<file path="src/rtl/touch_panel_position_reader_unit_macros.svh">
// assertion macros shared by the touch panel position reader modules
`ifndef TOUCH_PANEL_POSITION_READER_UNIT_MACROS_SVH
`define TOUCH_PANEL_POSITION_READER_UNIT_MACROS_SVH
`ifndef ASSERT_OFF
// holds at every clock edge out of reset
`define TPRD_ASSERT(lbl, prop, msg) \
  lbl: assert property (@(posedge clk) disable iff (!rst_n) prop) else $error(msg);
// condition must never be seen out of reset
`define TPRD_NEVER(lbl, cond, msg) \
  lbl: assert property (@(posedge clk) disable iff (!rst_n) !(cond)) else $error(msg);
`else
`define TPRD_ASSERT(lbl, prop, msg)
`define TPRD_NEVER(lbl, cond, msg)
`endif
`endif

</file>
<file path="src/rtl/tprd_pkg.sv">
// shared constants and types of the touch panel position reader
package tprd_pkg;

  localparam int CMD_BITS      = 8;
  localparam int READ_BITS     = 16;
  localparam int RAW_BITS      = 12;
  localparam int TICK_W        = 16;
  localparam int CNT_W         = 5;
  localparam int GAIN_W        = 24;
  localparam int OFFS_W        = 32;
  localparam int PROD_W        = 36;
  localparam int SUM_W         = 37;
  localparam int N_LSB         = 6;
  localparam int N_W           = 23;
  localparam int RECIP_W       = 24;
  localparam int RECIP_SHIFT   = 37;
  localparam int QUOT_W        = 10;
  localparam int POS_X_W       = 8;
  localparam int POS_Y_W       = 9;
  localparam int CFG_IDX_W     = 3;
  localparam int CFG_DATA_W    = 32;
  localparam int SCALE         = 1000000;
  localparam int SCREEN_WIDTH  = 240;
  localparam int SCREEN_HEIGHT = 320;

  // ceil(2^37 / 15625); 1e6 = 64 * 15625, the 64 is taken by dropping six bits
  localparam logic [RECIP_W-1:0] RECIP = 24'd8796094;

  localparam logic signed [SUM_W-1:0] LOW_BOUND = SUM_W'(-SCALE);
  localparam logic signed [SUM_W-1:0] X_BOUND   = SUM_W'(SCREEN_WIDTH * SCALE);
  localparam logic signed [SUM_W-1:0] Y_BOUND   = SUM_W'(SCREEN_HEIGHT * SCALE);

  localparam logic [CFG_IDX_W-1:0] REG_CMD_X      = 3'd0;
  localparam logic [CFG_IDX_W-1:0] REG_CMD_Y      = 3'd1;
  localparam logic [CFG_IDX_W-1:0] REG_BIT_TICKS  = 3'd2;
  localparam logic [CFG_IDX_W-1:0] REG_CONV_TICKS = 3'd3;
  localparam logic [CFG_IDX_W-1:0] REG_X_OFFSET   = 3'd4;
  localparam logic [CFG_IDX_W-1:0] REG_X_GAIN     = 3'd5;
  localparam logic [CFG_IDX_W-1:0] REG_Y_OFFSET   = 3'd6;
  localparam logic [CFG_IDX_W-1:0] REG_Y_GAIN     = 3'd7;

  typedef struct packed {
    logic [CMD_BITS-1:0]      cmd_x;
    logic [CMD_BITS-1:0]      cmd_y;
    logic [TICK_W-1:0]        bit_ticks;
    logic [TICK_W-1:0]        conv_ticks;
    logic signed [OFFS_W-1:0] x_offset;
    logic signed [GAIN_W-1:0] x_gain;
    logic signed [OFFS_W-1:0] y_offset;
    logic signed [GAIN_W-1:0] y_gain;
  } cfg_t;

  typedef struct packed {
    logic sck;
    logic mosi;
    logic cs_n;
    logic pos_valid;
    logic range_reject;
  } pins_t;

  typedef struct packed {
    pins_t               pins;
    logic [POS_X_W-1:0]  pos_x;
    logic [POS_Y_W-1:0]  pos_y;
  } res_t;

endpackage

</file>
<file path="src/rtl/tprd_scale.sv">
// per-axis calibration: offset add, screen range check and divide by one million
module tprd_scale (
  input  logic                                clk,
  input  logic signed [tprd_pkg::PROD_W-1:0]  prod,
  input  logic signed [tprd_pkg::OFFS_W-1:0]  offset,
  input  logic signed [tprd_pkg::SUM_W-1:0]   upper,
  output logic                                ok,
  output logic [tprd_pkg::QUOT_W-1:0]         quot
);

  localparam int MUL_W = tprd_pkg::N_W + tprd_pkg::RECIP_W;

  logic signed [tprd_pkg::SUM_W-1:0] sum_c;
  logic signed [tprd_pkg::SUM_W-1:0] sum_r;
  logic                              ok_r;
  logic [tprd_pkg::N_W-1:0]          n_c;
  logic [MUL_W-1:0]                  mul_r;

  assign sum_c = tprd_pkg::SUM_W'(prod) + tprd_pkg::SUM_W'(offset);

  // small negative sums truncate to zero
  assign n_c = sum_r[tprd_pkg::SUM_W-1] ? '0 :
               sum_r[tprd_pkg::N_LSB+tprd_pkg::N_W-1:tprd_pkg::N_LSB];

  always_ff @(posedge clk) begin
    sum_r <= sum_c;
    ok_r  <= (sum_c > tprd_pkg::LOW_BOUND) && (sum_c < upper);
    mul_r <= {{tprd_pkg::RECIP_W{1'b0}}, n_c} * {{tprd_pkg::N_W{1'b0}}, tprd_pkg::RECIP};
  end

  assign ok   = ok_r;
  assign quot = mul_r[tprd_pkg::RECIP_SHIFT+tprd_pkg::QUOT_W-1:tprd_pkg::RECIP_SHIFT];

endmodule

</file>
<file path="src/rtl/tprd_seq.sv">
// tick sequencer: serial transactions, bit timing and running gain product
`include "touch_panel_position_reader_unit_macros.svh"

module tprd_seq (
  input  logic                               clk,
  input  logic                               rst_n,
  input  logic                               adv,
  input  logic                               pen_level,
  input  logic                               miso_bit,
  input  tprd_pkg::cfg_t                     cfg,
  input  logic                               ok_x,
  input  logic                               ok_y,
  output tprd_pkg::pins_t                    pins,
  output logic signed [tprd_pkg::PROD_W-1:0] prod_x,
  output logic signed [tprd_pkg::PROD_W-1:0] prod_y
);

  localparam logic [2:0] PH_IDLE = 3'd0;
  localparam logic [2:0] PH_CMD  = 3'd1;
  localparam logic [2:0] PH_CONV = 3'd2;
  localparam logic [2:0] PH_PLO  = 3'd3;
  localparam logic [2:0] PH_PHI  = 3'd4;
  localparam logic [2:0] PH_READ = 3'd5;
  localparam logic [2:0] PH_REL  = 3'd6;

  localparam int PW = tprd_pkg::PROD_W;
  localparam int GW = tprd_pkg::GAIN_W;
  localparam int TW = tprd_pkg::TICK_W;
  localparam int CW = tprd_pkg::CNT_W;

  logic [2:0]              phase_r, phase_nxt;
  logic [CW-1:0]           bc_r, bc_nxt;
  logic [TW-1:0]           tick_r, tick_nxt;
  logic                    axis_y_r, axis_y_nxt;
  logic [7:0]              cmd_sh_r, cmd_sh_nxt;
  logic                    clk_lvl_r, clk_lvl_nxt;
  logic signed [PW-1:0]    acc_r, acc_nxt;
  logic signed [PW-1:0]    held_x_r, held_x_nxt;

  logic [TW-1:0]           low_len;
  logic [TW:0]             tick_inc;
  logic [CW-1:0]           bc_inc;
  logic signed [GW-1:0]    gain_sel;
  logic signed [PW-1:0]    gain_ext;
  tprd_pkg::pins_t         pins_c;

  assign low_len  = (cfg.bit_ticks == '0) ? TW'(1) : cfg.bit_ticks;
  assign tick_inc = {1'b0, tick_r} + (TW+1)'(1);
  assign bc_inc   = bc_r + CW'(1);
  assign gain_sel = axis_y_r ? cfg.y_gain : cfg.x_gain;
  assign gain_ext = {{(PW-GW){gain_sel[GW-1]}}, gain_sel};

  always_comb begin
    phase_nxt   = phase_r;
    bc_nxt      = bc_r;
    tick_nxt    = tick_r;
    axis_y_nxt  = axis_y_r;
    cmd_sh_nxt  = cmd_sh_r;
    clk_lvl_nxt = clk_lvl_r;
    acc_nxt     = acc_r;
    held_x_nxt  = held_x_r;
    pins_c      = '0;
    case (phase_r)
      PH_CMD: begin
        pins_c.mosi = cmd_sh_r[7];
        if (tick_r < low_len) begin
          clk_lvl_nxt = 1'b0;
          tick_nxt    = tick_inc[TW-1:0];
        end else begin
          clk_lvl_nxt = 1'b1;
          tick_nxt    = '0;
          cmd_sh_nxt  = {cmd_sh_r[6:0], 1'b0};
          bc_nxt      = bc_inc;
          if (bc_inc >= CW'(tprd_pkg::CMD_BITS)) begin
            bc_nxt    = '0;
            phase_nxt = (cfg.conv_ticks == '0) ? PH_PLO : PH_CONV;
          end
        end
      end
      PH_CONV: begin
        clk_lvl_nxt = 1'b1;
        tick_nxt    = tick_inc[TW-1:0];
        if (tick_inc >= {1'b0, cfg.conv_ticks}) begin
          tick_nxt  = '0;
          phase_nxt = PH_PLO;
        end
      end
      PH_PLO, PH_PHI: begin
        clk_lvl_nxt = (phase_r == PH_PHI);
        tick_nxt    = tick_inc[TW-1:0];
        if (tick_inc >= {1'b0, low_len}) begin
          tick_nxt = '0;
          if (phase_r == PH_PLO) begin
            phase_nxt = PH_PHI;
          end else begin
            phase_nxt = PH_READ;
            bc_nxt    = '0;
            acc_nxt   = '0;
          end
        end
      end
      PH_READ: begin
        if (tick_r < low_len) begin
          clk_lvl_nxt = 1'b0;
          tick_nxt    = tick_inc[TW-1:0];
        end else begin
          clk_lvl_nxt = 1'b1;
          tick_nxt    = '0;
          // only the leading raw bits weigh in; gain*raw builds up msb first
          if (bc_r < CW'(tprd_pkg::RAW_BITS)) begin
            acc_nxt = {acc_r[PW-2:0], 1'b0} + (miso_bit ? gain_ext : '0);
          end
          bc_nxt = bc_inc;
          if (bc_inc >= CW'(tprd_pkg::READ_BITS)) begin
            bc_nxt = '0;
            if (!axis_y_r) begin
              held_x_nxt = acc_nxt;
              axis_y_nxt = 1'b1;
              phase_nxt  = PH_CMD;
              cmd_sh_nxt = cfg.cmd_y;
              tick_nxt   = '0;
            end else begin
              axis_y_nxt = 1'b0;
              if (ok_x && ok_y) begin
                pins_c.pos_valid = 1'b1;
                phase_nxt        = PH_REL;
              end else begin
                pins_c.range_reject = 1'b1;
                phase_nxt           = PH_IDLE;
              end
            end
          end
        end
      end
      PH_REL: begin
        pins_c.cs_n = 1'b1;
        if (pen_level) begin
          phase_nxt = PH_IDLE;
        end
      end
      default: begin
        pins_c.cs_n = 1'b1;
        phase_nxt   = PH_IDLE;
        if (!pen_level) begin
          axis_y_nxt = 1'b0;
          phase_nxt  = PH_CMD;
          cmd_sh_nxt = cfg.cmd_x;
          bc_nxt     = '0;
          tick_nxt   = '0;
        end
      end
    endcase
    pins_c.sck = clk_lvl_nxt;
  end

  always_ff @(posedge clk) begin
    if (!rst_n) begin
      phase_r   <= PH_IDLE;
      bc_r      <= '0;
      tick_r    <= '0;
      axis_y_r  <= 1'b0;
      cmd_sh_r  <= '0;
      clk_lvl_r <= 1'b0;
    end else if (adv) begin
      phase_r   <= phase_nxt;
      bc_r      <= bc_nxt;
      tick_r    <= tick_nxt;
      axis_y_r  <= axis_y_nxt;
      cmd_sh_r  <= cmd_sh_nxt;
      clk_lvl_r <= clk_lvl_nxt;
    end
  end

  always_ff @(posedge clk) begin
    if (adv) begin
      acc_r    <= acc_nxt;
      held_x_r <= held_x_nxt;
    end
  end

  assign pins   = pins_c;
  assign prod_x = held_x_r;
  assign prod_y = acc_r;

  `TPRD_ASSERT(a_cmd_count, (phase_r == PH_CMD) |-> (bc_r < CW'(tprd_pkg::CMD_BITS)), "command bit count overrun")
  `TPRD_ASSERT(a_valid_to_rel, (adv && pins_c.pos_valid) |=> (phase_r == PH_REL), "accepted position not followed by release wait")
  `TPRD_ASSERT(a_reject_to_idle, (adv && pins_c.range_reject) |=> (phase_r == PH_IDLE && !axis_y_r), "rejected attempt not back in idle")
  `TPRD_NEVER(n_cs_outside, pins_c.cs_n && phase_r != PH_IDLE && phase_r != PH_REL, "chip select high inside a transaction")

endmodule

</file>
<file path="src/rtl/touch_panel_position_reader_unit.sv">
// Touch panel position reader: one input item is one timebase tick (pen level and serial
// data in) and gives exactly one result item (serial pin levels and, when an attempt ends,
// the calibrated position or a range reject). An item is taken every clock cycle while
// in_ready is high; its result is registered in the output register, or in the one-entry
// skid stage behind it while output stalls; in_ready drops only while two results wait.
// The calibration product is built up one data bit per sample tick, and the offset add,
// range check and divide by one million run in two registered steps behind it, well ahead
// of the final sample tick. Configuration writes are taken every cycle.
`include "touch_panel_position_reader_unit_macros.svh"

module touch_panel_position_reader_unit (
  input  logic                                 clk,
  input  logic                                 rst_n,
  input  logic                                 in_valid,
  output logic                                 in_ready,
  input  logic                                 in_pen_level,
  input  logic                                 in_miso_bit,
  output logic                                 out_valid,
  input  logic                                 out_ready,
  output logic                                 out_sck,
  output logic                                 out_mosi,
  output logic                                 out_cs_n,
  output logic                                 out_pos_valid,
  output logic [tprd_pkg::POS_X_W-1:0]         out_pos_x,
  output logic [tprd_pkg::POS_Y_W-1:0]         out_pos_y,
  output logic                                 out_range_reject,
  input  logic                                 cfg_valid,
  output logic                                 cfg_ready,
  input  logic [tprd_pkg::CFG_IDX_W-1:0]       cfg_index,
  input  logic [tprd_pkg::CFG_DATA_W-1:0]      cfg_data
);

  tprd_pkg::cfg_t                     cfg_r;
  tprd_pkg::pins_t                    pins;
  tprd_pkg::res_t                     res_c;
  tprd_pkg::res_t                     out_r, out_nxt;
  tprd_pkg::res_t                     skid_r, skid_nxt;
  logic                               out_valid_r, out_valid_nxt;
  logic                               skid_valid_r, skid_valid_nxt;
  logic                               accept;
  logic                               take;
  logic                               ok_x, ok_y;
  logic [tprd_pkg::QUOT_W-1:0]        quot_x, quot_y;
  logic signed [tprd_pkg::PROD_W-1:0] prod_x, prod_y;

  assign cfg_ready = 1'b1;
  assign in_ready  = !skid_valid_r;
  assign accept    = in_valid && in_ready;
  assign take      = out_valid_r && out_ready;

  always_ff @(posedge clk) begin
    if (!rst_n) begin
      cfg_r.cmd_x      <= 8'd144;
      cfg_r.cmd_y      <= 8'd208;
      cfg_r.bit_ticks  <= 16'd1;
      cfg_r.conv_ticks <= 16'd6;
      cfg_r.x_offset   <= 32'sd255169000;
      cfg_r.x_gain     <= -24'sd64294;
      cfg_r.y_offset   <= -32'sd18023900;
      cfg_r.y_gain     <= 24'sd89830;
    end else if (cfg_valid && cfg_ready) begin
      case (cfg_index)
        tprd_pkg::REG_CMD_X:      cfg_r.cmd_x      <= cfg_data[7:0];
        tprd_pkg::REG_CMD_Y:      cfg_r.cmd_y      <= cfg_data[7:0];
        tprd_pkg::REG_BIT_TICKS:  cfg_r.bit_ticks  <= cfg_data[15:0];
        tprd_pkg::REG_CONV_TICKS: cfg_r.conv_ticks <= cfg_data[15:0];
        tprd_pkg::REG_X_OFFSET:   cfg_r.x_offset   <= cfg_data;
        tprd_pkg::REG_X_GAIN:     cfg_r.x_gain     <= cfg_data[23:0];
        tprd_pkg::REG_Y_OFFSET:   cfg_r.y_offset   <= cfg_data;
        tprd_pkg::REG_Y_GAIN:     cfg_r.y_gain     <= cfg_data[23:0];
        default: ;
      endcase
    end
  end

  tprd_seq u_seq (
    .clk       (clk),
    .rst_n     (rst_n),
    .adv       (accept),
    .pen_level (in_pen_level),
    .miso_bit  (in_miso_bit),
    .cfg       (cfg_r),
    .ok_x      (ok_x),
    .ok_y      (ok_y),
    .pins      (pins),
    .prod_x    (prod_x),
    .prod_y    (prod_y)
  );

  tprd_scale u_scale_x (
    .clk    (clk),
    .prod   (prod_x),
    .offset (cfg_r.x_offset),
    .upper  (tprd_pkg::X_BOUND),
    .ok     (ok_x),
    .quot   (quot_x)
  );

  tprd_scale u_scale_y (
    .clk    (clk),
    .prod   (prod_y),
    .offset (cfg_r.y_offset),
    .upper  (tprd_pkg::Y_BOUND),
    .ok     (ok_y),
    .quot   (quot_y)
  );

  always_comb begin
    res_c.pins  = pins;
    res_c.pos_x = pins.pos_valid ? quot_x[tprd_pkg::POS_X_W-1:0] : '0;
    res_c.pos_y = pins.pos_valid ? quot_y[tprd_pkg::POS_Y_W-1:0] : '0;
  end

  // output register with a one-entry skid behind it
  always_comb begin
    out_nxt        = out_r;
    skid_nxt       = skid_r;
    out_valid_nxt  = out_valid_r;
    skid_valid_nxt = skid_valid_r;
    if (!out_valid_r || take) begin
      if (skid_valid_r) begin
        out_nxt        = skid_r;
        out_valid_nxt  = 1'b1;
        skid_valid_nxt = 1'b0;
      end else begin
        out_nxt       = res_c;
        out_valid_nxt = accept;
      end
    end else if (accept) begin
      skid_nxt       = res_c;
      skid_valid_nxt = 1'b1;
    end
  end

  always_ff @(posedge clk) begin
    if (!rst_n) begin
      out_valid_r  <= 1'b0;
      skid_valid_r <= 1'b0;
    end else begin
      out_valid_r  <= out_valid_nxt;
      skid_valid_r <= skid_valid_nxt;
    end
  end

  always_ff @(posedge clk) begin
    out_r  <= out_nxt;
    skid_r <= skid_nxt;
  end

  assign out_valid        = out_valid_r;
  assign out_sck          = out_r.pins.sck;
  assign out_mosi         = out_r.pins.mosi;
  assign out_cs_n         = out_r.pins.cs_n;
  assign out_pos_valid    = out_r.pins.pos_valid;
  assign out_pos_x        = out_r.pos_x;
  assign out_pos_y        = out_r.pos_y;
  assign out_range_reject = out_r.pins.range_reject;

  `TPRD_ASSERT(a_skid_behind_out, skid_valid_r |-> out_valid_r, "skid holds an item while output is empty")
  `TPRD_ASSERT(a_skid_fill, $rose(skid_valid_r) |-> $past(out_valid_r && !out_ready), "skid filled without a stalled output")
  `TPRD_NEVER(n_both_flags, res_c.pins.pos_valid && res_c.pins.range_reject, "position and reject in one item")

endmodule
</file>
<file path="config.mk">
export PLATFORM = sky130hd
export DESIGN_NAME = touch_panel_position_reader_unit
export DESIGN_NICKNAME = d
export VERILOG_FILES = /design/src/rtl/tprd_pkg.sv /design/src/rtl/tprd_scale.sv /design/src/rtl/tprd_seq.sv /design/src/rtl/touch_panel_position_reader_unit.sv
export VERILOG_INCLUDE_DIRS = /design/src /design/src/rtl
export SDC_FILE = /design/constraint.sdc
export NUM_CORES = 2
export LEC_CHECK = 0
export BUFFER_PORTS_ARGS = -buffer_cell sky130_fd_sc_hd__buf_2
export CORE_ASPECT_RATIO = 0.6
export CORE_UTILIZATION = 57
export DETAILED_ROUTE_END_ITERATION = 10
export GPL_ROUTABILITY_DRIVEN = 0
export GPL_TIMING_DRIVEN = 0
export HOLD_SLACK_MARGIN = 0.15
export PLACE_DENSITY_LB_ADDON = 0.08
export SYNTH_ARGS = -nofsm -noshare
export SYNTH_HDL_FRONTEND = slang
export SYNTH_SLANG_ARGS = --single-unit
</file>
<file path="constraint.sdc">
create_clock -name clk -period 9.8 [get_ports clk]
set_input_delay 0.49 -clock clk [delete_from_list [all_inputs] [get_ports clk]]
set_output_delay 0.49 -clock clk [all_outputs]
set_load 0.02 [all_outputs]
</file>
==> results.cfg <==
[timing]
finalHoldViolations = 0
setup_tns_ns = 0
rsz0062_at_grt = no
final_max_slew_viol_count = 11
setup_viol = 0
layout_setup_ws_ns = 0.514
clock.fmax_mhz = 108
layout_min_cycle_time_ns = 9.29
slew_headroom = -0.0107
finClkSkew_ns = 0.0250
worstMarginPinSlew_ns = 1.52
fin_crit_sh = 0.948

[hold_path]
hold_depth = 3
min-delay-path-class = in2reg
worstHoldStart = cfg_data[29]
holdPathEnd = cfg_r[53]

[yosys]
synth_cells = 4714
netlist_top_cells_count = inv_1 (617), ha_1 (582), nand2_1 (576)
ys_seq_area_frac = 0.213
synth_area_per_cell_um2 = 8.73
synth_area_leaders = ha_1 (18%), fa_1 (15%), dfxtp_1 (13%)
yosys_warnings = 0
synth_top_area_frac = 0.177
synth_fa_ha_area_frac = 0.332
synth_area_um2 = 41100
synth-edff-count = 116
muxShareOfSynthArea = 0.0183
synth_top_area_cell = ha_1
synth_top_family_by_area = adder cells
synth_most_common_cell = inv_1
yosys.area_share.simple = 0.155
synth_xor_area_frac = 0.0719
async_flop_share = 0
synth_compound_area_frac = 0.135
ys.flop_type = dfxtp_1
synthDistinctLibCells = 87
synth-seq-cells = 379
synth_fp_nets = 5649

[worst_setup_path]
cp_max_fo = 10
reg2reg_from = u_scale_y.sum_r[36]
arrival_ns = 9.64
path_delay_family = adder cells
slowest_stage = a2111oi_0
r2r_cells = 28
path_class = reg2reg
path_buf_inv = 8
start_kind = register
cpPeakStageDelay_ns = 0.92
required_ns = 10.16
end_kind = register
reg2reg_slack_ns = 0.51
reg2reg_to = u_scale_y.mul_r[42]

[cells_and_area]
syn_to_final_growth_pct = 6.72
nNetsFinal = 5748
nFillCells = 6245
diodes = 0
drive_gt1_frac = 0.0432
stdcell_count = 5801

[drt]
drtIter0Drc = 3521
drc = 0
wl_met1_mm = 59.4
vias_per_cell = 5.75
routed_wirelength_mm = 121
wl_met2_mm = 43.4
firstDrtPassIters = 6
routedWlPerCell_um = 20.9
via_count = 33300
met3_length_mm = 16.4
ant_nets = 0
highest_layer = met5

[cts]
cts.clk_slew.worst_paths_ns = 0.07
ctsHoldBuffers = 0
cts.sinks = 379
cts_tree = built
cts.path.max_buffers = 3
cts.htree.levels = 2
cts-root-buf = clkbuf_16
cts-buffers-inserted = 34
insertion_delay_ns = 0.55
cts_setup_buffers = 0

[flow_run]
cap_violations = 1

[placement]
dp_cells = 5740
place.port_buffers = 54
dp_slack_ns = -0.295
hpwlAfterDp_mm = 101

[die]
num_rows = 75
core_um2 = 70700
die_y_um = 210
die_w_um = 349
initial_core_util = 0.582
io_pins = 67
dieArea_um2 = 73300

[global_routing]
grt_pass1_wl_mm = 187
grt_overflow = 0
grt_usage = 0.331
grt_max_degree = 26
antenna_found_initial = 11
first_global_vias = 31100

[power_and_ir_drop]
total_power_mw = 13.5
p_leak_nw = 20.7
ir_drop_v = 0.000552
power.density_nw_per_um2 = 307

[status]
status = finished with violations
violations = max-capacitance violations, max-slew violations
routing by layer:
layer | up-vias | global-route usage
met5 | - | 0.0270
met4 | 4 | 0.0439
met3 | 127 | 0.127
met2 | 1588 | 0.417
met1 | 15700 | 0.526
li1 | 15900 | -
worst max path at each step:
stage	depth (start not counted)	endpoint	startpoint	slack, ns
floorplan	29	u_scale_x.mul_r[44]	u_scale_x.sum_r[36]	1.87
global placement	29	u_scale_x.mul_r[44]	u_scale_x.sum_r[36]	-1.0
detailed placement	30	u_scale_x.mul_r[44]	u_scale_x.sum_r[36]	-0.29
CTS	30	u_scale_x.mul_r[44]	u_scale_x.sum_r[36]	0.14
global route	29	u_scale_x.mul_r[44]	u_scale_x.sum_r[36]	0.07
finish	28	u_scale_y.mul_r[42]	u_scale_y.sum_r[36]	0.51
repair_timing:
action | 4_1_cts | 5_1_grt
pin swaps | 0 | 0
gates resized for setup | 3 | 2
setup endpoints to repair | 3 | 3
hold endpoints to repair | 0 | 0
sequential cells by signal, summed over array words and instances (netlist names), 5 cells and up:
name,count
u_scale_x.sum_r,24
u_scale_y.sum_r,24
u_scale_y.mul_r,9
u_seq.prod_x,36
u_seq.bc_r,5
u_seq.prod_y,36
out_pos_y,9
u_seq.cmd_sh_r,8
u_seq.tick_r,16
out_pos_x,8
skid_r,22
u_scale_x.mul_r,8
cfg_r,160
worst min-delay path, stage by stage:
cell,delay (ns)
buf_2,0.13
nand2_1,0.06
nand3_1,0.07
kinds of logic (layout without fill, tap and decap cells):
logic type | count (synthesis) | in the layout
AND/OR/NAND/NOR | 1358 | 1358
adder cells (fa/ha/maj) | 908 | 908
AO/OA/AOI/OAI | 834 | 834
buffers and inverters | 825 | 950
flip-flops | 379 | 379
XOR/XNOR | 337 | 337
multiplexers | 72 | 72
other | 1 | 1
cell type report:
cell class | instances | area (um^2) | share of cell area
multi-input cells | 3510 | 29300 | 0.667
well taps | 962 | 1200 | 0.0274
flip-flops and latches | 379 | 8750 | 0.199
inverters | 619 | 2320 | 0.0529
clock inverters | 9 | 97.6 | 0.00222
repair buffers | 64 | 362 | 0.00823
clock buffers | 53 | 1080 | 0.0246
plain buffers | 205 | 787 | 0.0179
power breakdown:
group          leakage (nW)  internal, mW  switching, mW
combinational          16.9          4.24           6.03
clock                 0.587         0.817          0.630
sequential             3.24          1.70         0.0397
total                  20.7          6.76           6.70
stage by stage:
stage          area [um^2]  hold slack [ns]   util
4_1_cts              43900            0.212  0.621
3_3_place_gp         42600            0.449  0.603
3_5_place_dp         42700            0.456  0.605
5_1_grt              43900            0.230  0.621
2_1_floorplan        41100            0.435      -
6_report             43900            0.243  0.621
placed cells by master (no fill, tap or decap), types with 16 or more instances in the layout:
| cell type | n |
|---|---|
| nor3_1 | 42 |
| dfxtp_1 | 263 |
| clkbuf_16 | 38 |
| o21bai_1 | 43 |
| a21oi_1 | 205 |
| nand2_1 | 576 |
| nor2_1 | 226 |
| clkbuf_1 | 191 |
| and2_1 | 53 |
| and3_1 | 22 |
| a21boi_0 | 106 |
| ha_1 | 582 |
| a211oi_1 | 23 |
| inv_1 | 618 |
| or2_2 | 16 |
| nand3_1 | 123 |
| a31oi_1 | 18 |
| mux2_2 | 27 |
| o211ai_1 | 27 |
| buf_2 | 55 |
| o21a_1 | 35 |
| nand4_1 | 41 |
| xor2_1 | 114 |
| a31o_2 | 17 |
| nor2b_1 | 140 |
| nand2b_1 | 55 |
| o21ai_0 | 143 |
| a21o_1 | 108 |
| mux2i_1 | 45 |
| edfxtp_1 | 116 |
| fa_1 | 311 |
| xnor2_1 | 222 |
Note: power is estimated with default switching activity, not from simulation.
